### src/rtl/bc1_pkg.sv
`timescale 1ns / 1ps

package bc1_pkg;

  // Register file layout
  localparam int CFG_W = 11;

  typedef enum logic [0:0] {
    CFG_WIDTH_BLOCKS  = 1'b0,
    CFG_HEIGHT_BLOCKS = 1'b1
  } cfg_reg_e;

  // Default image side limit in blocks
  localparam int MAX_BLOCKS_DEFAULT = 1024;

  // Field widths
  localparam int COLOR_W = 16;
  localparam int INDEX_W = 32;
  localparam int PIXEL_W = 24;
  localparam int COORD_W = 12;

  // Stream payload widths
  localparam int IN_DATA_W  = 2 * COLOR_W + INDEX_W;
  localparam int OUT_DATA_W = 4 * PIXEL_W + 2 * COORD_W;

  // Index of the last pixel row in a block
  localparam logic [1:0] LAST_ROW = 2'd3;

  typedef logic [3:0][PIXEL_W-1:0] pal_t;

  // One decoded block waiting to be sent out row by row
  typedef struct packed {
    pal_t               pal;
    logic [INDEX_W-1:0] idx;
    logic [COORD_W-1:0] x;
    logic [COORD_W-1:0] ybase;
    logic               wraps;
  } block_t;

endpackage

### src/rtl/bc1_palette.sv
`timescale 1ns / 1ps

module bc1_palette import bc1_pkg::*; (
  input  logic [COLOR_W-1:0] col_a_i,
  input  logic [COLOR_W-1:0] col_b_i,
  output pal_t               pal_o
);

  // Floor of v / 3 for v up to 765: multiply by 683 / 2048
  function automatic logic [7:0] div3(input logic [9:0] v);
    logic [20:0] prod;
    prod = 21'(v) * 21'd683;
    return prod[18:11];
  endfunction

  logic [7:0] r0, g0, b0, r1, g1, b1;
  logic [7:0] r2, g2, b2, r3, g3, b3;
  logic [8:0] rh, gh, bh;
  logic       four_color;

  // Widen RGB565 by replicating the top bits
  assign r0 = {col_a_i[15:11], col_a_i[15:13]};
  assign g0 = {col_a_i[10:5],  col_a_i[10:9]};
  assign b0 = {col_a_i[4:0],   col_a_i[4:2]};
  assign r1 = {col_b_i[15:11], col_b_i[15:13]};
  assign g1 = {col_b_i[10:5],  col_b_i[10:9]};
  assign b1 = {col_b_i[4:0],   col_b_i[4:2]};

  assign four_color = col_a_i > col_b_i;

  // Half blends for the three-color mode
  assign rh = 9'(r0) + 9'(r1);
  assign gh = 9'(g0) + 9'(g1);
  assign bh = 9'(b0) + 9'(b1);

  // Build entries two and three
  always_comb begin
    if (four_color) begin
      r2 = div3({1'b0, r0, 1'b0} + 10'(r1));
      g2 = div3({1'b0, g0, 1'b0} + 10'(g1));
      b2 = div3({1'b0, b0, 1'b0} + 10'(b1));
      r3 = div3(10'(r0) + {1'b0, r1, 1'b0});
      g3 = div3(10'(g0) + {1'b0, g1, 1'b0});
      b3 = div3(10'(b0) + {1'b0, b1, 1'b0});
    end else begin
      r2 = rh[8:1];
      g2 = gh[8:1];
      b2 = bh[8:1];
      r3 = '0;
      g3 = '0;
      b3 = '0;
    end
  end

  assign pal_o[0] = {r0, g0, b0};
  assign pal_o[1] = {r1, g1, b1};
  assign pal_o[2] = {r2, g2, b2};
  assign pal_o[3] = {r3, g3, b3};

endmodule

### src/rtl/bc1_row_ser.sv
`timescale 1ns / 1ps

module bc1_row_ser import bc1_pkg::*; (
  input  logic               clk_i,
  input  logic               rst_ni,
  input  logic               blk_valid_i,
  input  block_t             blk_i,
  output logic               blk_take_o,
  output logic               out_valid_o,
  input  logic               out_ready_i,
  output pal_t               out_pix_o,
  output logic [COORD_W-1:0] out_x_o,
  output logic [COORD_W-1:0] out_y_o,
  output logic               out_block_done_o,
  output logic               out_image_done_o
);

  block_t             blk_q;
  logic               bvalid_q, bvalid_d;
  logic [1:0]         row_q;
  logic               ovalid_q, ovalid_d;
  pal_t               opix_q, opix_d;
  logic [COORD_W-1:0] ox_q;
  logic [COORD_W-1:0] oy_q, oy_d;
  logic               obd_q, oid_q;
  logic               out_free, emit, last_row, load;
  logic [7:0]         row_bits;

  assign out_free   = !ovalid_q || out_ready_i;
  assign emit       = bvalid_q && out_free;
  assign last_row   = row_q == LAST_ROW;
  assign blk_take_o = !bvalid_q || (emit && last_row);
  assign load       = blk_valid_i && blk_take_o;

  // Look up the four pixels of the current row
  assign row_bits = blk_q.idx[{row_q, 3'b000} +: 8];
  always_comb begin
    for (int c = 0; c < 4; c++) begin
      opix_d[c] = blk_q.pal[row_bits[2*c +: 2]];
    end
  end
  assign oy_d = blk_q.ybase | COORD_W'(row_q);

  // Hold block flag: set on load, drop after the last row leaves
  always_comb begin
    if (load) begin
      bvalid_d = 1'b1;
    end else if (emit && last_row) begin
      bvalid_d = 1'b0;
    end else begin
      bvalid_d = bvalid_q;
    end
  end

  // Output register flag
  always_comb begin
    if (emit) begin
      ovalid_d = 1'b1;
    end else if (out_ready_i) begin
      ovalid_d = 1'b0;
    end else begin
      ovalid_d = ovalid_q;
    end
  end

  // Control state
  always_ff @(posedge clk_i or negedge rst_ni) begin
    if (!rst_ni) begin
      bvalid_q <= 1'b0;
      ovalid_q <= 1'b0;
      row_q    <= '0;
    end else begin
      bvalid_q <= bvalid_d;
      ovalid_q <= ovalid_d;
      if (emit) begin
        row_q <= row_q + 2'd1;
      end
    end
  end

  // Payload
  always_ff @(posedge clk_i) begin
    if (load) begin
      blk_q <= blk_i;
    end
    if (emit) begin
      opix_q <= opix_d;
      ox_q   <= blk_q.x;
      oy_q   <= oy_d;
      obd_q  <= last_row;
      oid_q  <= last_row && blk_q.wraps;
    end
  end

  assign out_valid_o      = ovalid_q;
  assign out_pix_o        = opix_q;
  assign out_x_o          = ox_q;
  assign out_y_o          = oy_q;
  assign out_block_done_o = obd_q;
  assign out_image_done_o = oid_q;

  // A block in progress always has its flag set
  assert property (@(posedge clk_i) disable iff (!rst_ni)
    (row_q != 2'd0) |-> bvalid_q)
    else $error("row counter running without a block");

  // A block is released only after its last row was sent
  assert property (@(posedge clk_i) disable iff (!rst_ni)
    $fell(bvalid_q) |-> $past(emit && last_row))
    else $error("block dropped before its last row");

  // The image end flag comes only with the block end flag
  assert property (@(posedge clk_i) disable iff (!rst_ni)
    (ovalid_q && oid_q) |-> obd_q)
    else $error("image end without block end");

endmodule

### src/rtl/bc1_texture_block_decode.sv
`timescale 1ns / 1ps

// Channel   Dir  Payload (tdata / tuser / tlast)
// s_axis    in   one compressed 4x4 block per request
// m_axis    out  one decoded pixel row per request, four per block
// cfg       in   width_blocks (index 0), height_blocks (index 1)
//
// The row serializer sends one pixel row per cycle while the output is not stalled.
// The first row passes through the input register, the row holder and the output
// register before it is offered.
// An input register sits ahead of the row holder, so a new block is taken
// while rows of the previous one wait on a stalled output.
// Reset clears the block position counters and sets both sizes to one block.

module bc1_texture_block_decode import bc1_pkg::*; #(
  parameter int MAX_BLOCKS_PER_SIDE = MAX_BLOCKS_DEFAULT
) (
  input  logic                  clk_i,
  input  logic                  rst_ni,
  // end_colour_a [15:0], end_colour_b [31:16], index_bits [63:32]
  input  logic [IN_DATA_W-1:0]  s_axis_tdata,
  input  logic                  s_axis_tvalid,
  output logic                  s_axis_tready,
  // pixel_col0..pixel_col3 [95:0], pixel_x [107:96], pixel_y [119:108]
  output logic [OUT_DATA_W-1:0] m_axis_tdata,
  // block_done
  output logic                  m_axis_tuser,
  output logic                  m_axis_tlast,
  output logic                  m_axis_tvalid,
  input  logic                  m_axis_tready,
  input  logic                  cfg_we_i,
  input  cfg_reg_e              cfg_idx_i,
  input  logic [CFG_W-1:0]      cfg_wdata_i
);

  localparam int CW = (MAX_BLOCKS_PER_SIDE > 1) ? $clog2(MAX_BLOCKS_PER_SIDE) : 1;
  localparam int EW = (CW + 1 > CFG_W) ? CW + 1 : CFG_W;
  localparam logic [EW-1:0] MaxEff = EW'(MAX_BLOCKS_PER_SIDE);

  logic [CFG_W-1:0] width_q, height_q;
  logic [CW-1:0]    col_q, row_q;
  logic [EW-1:0]    w_eff, h_eff;
  logic             last_col, last_row, s_accept;
  logic             avalid_q, avalid_d;
  block_t           ablk_q, ablk_d;
  pal_t             pal;
  logic             blk_take;
  pal_t             out_pix;
  logic [COORD_W-1:0] out_x, out_y;
  logic             out_bd, out_id;
  logic [CW+13:0]   x_wide, y_wide;

  // Configuration writes
  always_ff @(posedge clk_i or negedge rst_ni) begin
    if (!rst_ni) begin
      width_q  <= CFG_W'(1);
      height_q <= CFG_W'(1);
    end else if (cfg_we_i) begin
      case (cfg_idx_i)
        CFG_WIDTH_BLOCKS:  width_q  <= cfg_wdata_i;
        CFG_HEIGHT_BLOCKS: height_q <= cfg_wdata_i;
        default: ;
      endcase
    end
  end

  // Clamp sizes: zero acts as one, large values as the limit
  always_comb begin
    if (width_q == '0) begin
      w_eff = EW'(1);
    end else if (EW'(width_q) > MaxEff) begin
      w_eff = MaxEff;
    end else begin
      w_eff = EW'(width_q);
    end
    if (height_q == '0) begin
      h_eff = EW'(1);
    end else if (EW'(height_q) > MaxEff) begin
      h_eff = MaxEff;
    end else begin
      h_eff = EW'(height_q);
    end
  end

  assign last_col = (EW'(col_q) + EW'(1)) >= w_eff;
  assign last_row = (EW'(row_q) + EW'(1)) >= h_eff;

  assign s_axis_tready = !avalid_q || blk_take;
  assign s_accept      = s_axis_tvalid && s_axis_tready;

  // Advance block position on each accepted block
  always_ff @(posedge clk_i or negedge rst_ni) begin
    if (!rst_ni) begin
      col_q <= '0;
      row_q <= '0;
    end else if (s_accept) begin
      if (last_col) begin
        col_q <= '0;
        row_q <= last_row ? '0 : row_q + CW'(1);
      end else begin
        col_q <= col_q + CW'(1);
      end
    end
  end

  bc1_palette u_palette (
    .col_a_i (s_axis_tdata[COLOR_W-1:0]),
    .col_b_i (s_axis_tdata[2*COLOR_W-1:COLOR_W]),
    .pal_o   (pal)
  );

  // Assemble the block for the input register
  assign x_wide = (CW + 14)'(col_q) << 2;
  assign y_wide = (CW + 14)'(row_q) << 2;
  always_comb begin
    ablk_d.pal   = pal;
    ablk_d.idx   = s_axis_tdata[IN_DATA_W-1:2*COLOR_W];
    ablk_d.x     = x_wide[COORD_W-1:0];
    ablk_d.ybase = y_wide[COORD_W-1:0];
    ablk_d.wraps = last_col && last_row;
  end

  always_comb begin
    if (s_accept) begin
      avalid_d = 1'b1;
    end else if (blk_take) begin
      avalid_d = 1'b0;
    end else begin
      avalid_d = avalid_q;
    end
  end

  always_ff @(posedge clk_i or negedge rst_ni) begin
    if (!rst_ni) begin
      avalid_q <= 1'b0;
    end else begin
      avalid_q <= avalid_d;
    end
  end

  always_ff @(posedge clk_i) begin
    if (s_accept) begin
      ablk_q <= ablk_d;
    end
  end

  bc1_row_ser u_row_ser (
    .clk_i            (clk_i),
    .rst_ni           (rst_ni),
    .blk_valid_i      (avalid_q),
    .blk_i            (ablk_q),
    .blk_take_o       (blk_take),
    .out_valid_o      (m_axis_tvalid),
    .out_ready_i      (m_axis_tready),
    .out_pix_o        (out_pix),
    .out_x_o          (out_x),
    .out_y_o          (out_y),
    .out_block_done_o (out_bd),
    .out_image_done_o (out_id)
  );

  assign m_axis_tdata = {out_y, out_x, out_pix};
  assign m_axis_tuser = out_bd;
  assign m_axis_tlast = out_id;

  // Block position stays inside the limit
  assert property (@(posedge clk_i) disable iff (!rst_ni)
    (EW'(col_q) < MaxEff) && (EW'(row_q) < MaxEff))
    else $error("block position beyond the side limit");

  // A wrapping block returns the position to the origin
  assert property (@(posedge clk_i) disable iff (!rst_ni)
    (s_accept && last_col && last_row) |=> (col_q == '0) && (row_q == '0))
    else $error("position did not wrap after the last block");

endmodule
### config.mk
export PLATFORM = sky130hd
export DESIGN_NAME = bc1_texture_block_decode
export DESIGN_NICKNAME = d
export VERILOG_FILES = /design/src/rtl/bc1_pkg.sv /design/src/rtl/bc1_palette.sv /design/src/rtl/bc1_row_ser.sv /design/src/rtl/bc1_texture_block_decode.sv
export SDC_FILE = /design/constraint.sdc
export NUM_CORES = 1
export LEC_CHECK = 0
export BUFFER_PORTS_ARGS = -buffer_cell sky130_fd_sc_hd__clkbuf_2
export CORE_UTILIZATION = 30
export DETAILED_ROUTE_END_ITERATION = 6
export GPL_TIMING_DRIVEN = 0
export PLACE_DENSITY = 0.41
export SLEW_MARGIN = 30
export SYNTH_ARGS = -nofsm -noshare
export SYNTH_HDL_FRONTEND = slang
export SYNTH_SLANG_ARGS = --single-unit
### constraint.sdc
create_clock -name clk_i -period 9.45 [get_ports clk_i]
set_input_delay 0.945 -clock clk_i [delete_from_list [all_inputs] [get_ports clk_i]]
set_output_delay 0.945 -clock clk_i [all_outputs]
set_load 0.02 [all_outputs]
==> results.toml <==
[grt]
grt_pass1_vias = 20000
grt_first_pass_wirelength_mm = 121
grt_antenna_before_repair = 2
global_route.overflow_total = 0
groute.usage.overall_pct = 15.7
grt_start_max_net_pins = 91

[setup_path]
crit_required_ns = 9.74
worst_setup_path_startpoint = "s_axis_tdata[2]"
setup.worst_path.start_class = "input port"
critical_path.max_fanout = 8
max_stage_delay_ns = 0.52
cp_slowest_cell = "fa_1"
worst_ep_arrival_time_ns = 7.20
critical-path-top-cell-by-count = "inv_1"
worst-setup-path-type = "input port to flip-flop"
r2r_start = "col_q[0]$_DFFE_PN0P_"
crit_end_element = "flip-flop"

[synth]
synthesis.instances = 2424
synth_top_family_by_area = "adder cells"
synth-compound-area-share_pct = 9.47
synthesis.area_um2 = 29900
ys.warnings.count = 0
yosys_register_bits = 433
synth-simple-area-share_pct = 5.54
synth_flop_cell = "edfxtp_1"
yosys.area_share.adder_pct = 26.5
yosys.area_share.xor_xnor_pct = 4.77
synth-edff-count = 386
synth_sequential_area_ratio_pct = 42.6
synth_async_sr_flop_share_pct = 10.9
synth.distinct_cells = 77
syn_avg_cell_area_um2 = 12.4
muxShareOfSynthArea_pct = 6.24

[floorplan]
number_of_top_level_pins = 205
start_util_pct = 30.3
chipHeight_um = 318
fp.dieArea_um2 = 101000
die_width_um = 318
placement_rows = 115
core_area_um2 = 98700

[place]
dp_cells = 3924
hpwlAfterDp_mm = 65.3
finalWeightedCongestion = 0.852
io_buffer_count = 202

[detailed_routing]
dr.first_iter.drc_count = 1118
routed_wl_mm = 79.9
antenna_left = 0
drc = 0
vias = 19200
detail_route.vias_per_cell = 4.79
detailedRoute.firstPassIterationCount = 5
avgRoutedWirePerCell_um = 19.9

[sta]
setup_repair_after_global_routing_missed_its_margin = "false"
timing_worst_slew_pin_value_ns = 0.892
maxClockFrequency_ghz = 0.145
slew_violations = 0
slew_headroom_pct = 40.1
clock-skew-final_ns = 0.0291
post_layout_min_period_ns = 6.91
hold_violations = 0
fin_crit_sh_pct = 73.1
setup_viol = 0

[clock_tree]
post_cts_hold_buffer_count = 0
number_of_buffers_added_by_the_clock_tree_synthesis_step = 45
cts_resized = 0
tritoncts = "built"
clockRootBuffer = "clkbuf_16"
cts_post_setup_buffers_inserted = 0
htree_levels = 2
skew_pair_late_insertion_delay_ns = 0.58
path_clk_slew_ns = 0.06
clock-sinks = 433
clock_tree.buffer_depth = 3

[final_layout]
flow.area_growth_from_synthesis_pct = 14.4
mostFrequentLayoutCell = "ha_1"
layout.cells.most_common_list = "ha_1, edfxtp_1, inv_1"
drive_gt1_share_pct = 14.8
final_net_count = 3323
number_of_cells_in_the_finished_layout_apart_from_fillers = 4007

[run_status]
status = "finished, final reports clean"

[run]
max_cap_violations = 0

[min_path]
worst_hold_startpoint = "ablk_q[18]$_DFFE_PP_"
timing.hold.worst.class = "flip-flop to flip-flop"
[sequential cells by signal (all words and copies together) (netlist names)]
| signal | count |
|---|---|
| u_row_ser.out_x_o | 10 |
| row_q | 10 |
| height_q | 11 |
| ablk_q | 133 |
| width_q | 11 |
| u_row_ser.out_image_done_o | 1 |
| u_row_ser.out_y_o | 12 |
| avalid_q | 1 |
| u_row_ser.out_valid_o | 1 |
| u_row_ser.out_pix_o | 96 |
| u_row_ser.blk_q | 133 |
| col_q | 10 |
| u_row_ser.row_q | 2 |
| u_row_ser.out_block_done_o | 1 |
| u_row_ser.bvalid_q | 1 |
[kinds of logic (layout without fill, tap and decap cells)]
kind of cell    Yosys count  in the layout
other cells               1              4
fa+ha+maj               558            558
mux                     134            134
xor+xnor                157            157
flops                   433            433
simple gates            337            337
compound gates          444            444
buf+inv                 360            653
[cell type report]
class                   count  area (um^2)
clock buffers              59         1240
well taps                1287         1610
plain buffers              52          300
inverters                 308         1170
multi-input cells        1632        15700
flip-flops and latches    433        12800
fillers                  9770        64400
clock inverters            22          195
diodes                      2         5.00
repair buffers            212         1240
[worst paths after layout]
path	endpoint	cells after the start	slack [ns]
hold / removal	u_row_ser.blk_q[18]$_DFFE_PP_	0	0.40
max in group asynchronous	col_q[9]$_DFFE_PN0P_	1	8.54
setup reg to reg	col_q[6]$_DFFE_PN0P_	13	5.70
min in group asynchronous	width_q[1]$_DFFE_PN0P_	1	0.43
setup / recovery	ablk_q[111]$_DFFE_PP_	25	2.54
hold reg to reg	u_row_ser.blk_q[18]$_DFFE_PP_	0	0.40
[synth_stat cells (8+ instances only)]
master      n  area share [%]
a211oi_1   39            0.98
a21o_1     39            0.98
a21oi_1   167             2.8
a22o_1     12            0.35
a31oi_1    12            0.25
and2_1     16            0.33
and3_1     10            0.21
buf_2      14            0.23
buf_4      11            0.28
clkbuf_1   20            0.25
dfrtp_1    45             3.8
edfxtp_1  386              39
fa_1      126             8.4
ha_1      432              18
inv_1     304             3.8
mux2_2     22            0.83
mux2i_1    72             2.4
mux4_2     40             3.0
nand2_1    94             1.2
nand3_1    17            0.28
nand4_1    15            0.31
nor2_1     82             1.0
nor2b_1    51             1.1
nor3_1     16            0.27
o21a_1     15            0.38
o21ai_0    28            0.47
o21ai_1    39            0.65
o21bai_1   25            0.63
o31ai_1     8            0.20
xnor2_1   102             3.0
xor2_1     48             1.4
[routing by layer]
layer  GRT usage (%)  routed length (um)  up-vias
met3            2.01                3200       95
li1                -                   -     9276
met1            22.2               39000     9398
met4            3.85                1740        2
met5               0                  13        -
met2            25.2               36000      418
[critical path: cells and delay by family]
| kind | cells | cell delay, ns |
|---|---|---|
| AND/OR/NAND/NOR | 2 | 0.37 |
| XOR/XNOR | 2 | 0.66 |
| adder cells (fa/ha/maj) | 8 | 3.24 |
| buffers and inverters | 6 | 0.60 |
| AO/OA/AOI/OAI | 7 | 1.34 |
[per-stage QoR]
| step | utilization, % | hold slack (ns) | TNS [ns] | cell area (um^2) | worst slack [ns] |
|---|---|---|---|---|---|
| after floorplan | - | 0.400 | 0 | 30000 | 1.18 |
| after global placement | 33.0 | 0.401 | -389.11 | 32600 | -2.95 |
| after detailed placement | 33.3 | 0.405 | 0 | 32800 | 1.90 |
| after CTS | 34.7 | 0.406 | 0 | 34300 | 2.50 |
| after global routing | 34.7 | 0.415 | 0 | 34300 | 2.14 |
| final | 34.7 | 0.399 | 0 | 34300 | 2.54 |
Power is not shown: default switching activity piles up to over one toggle a cycle in this logic, so the estimate is an artifact.
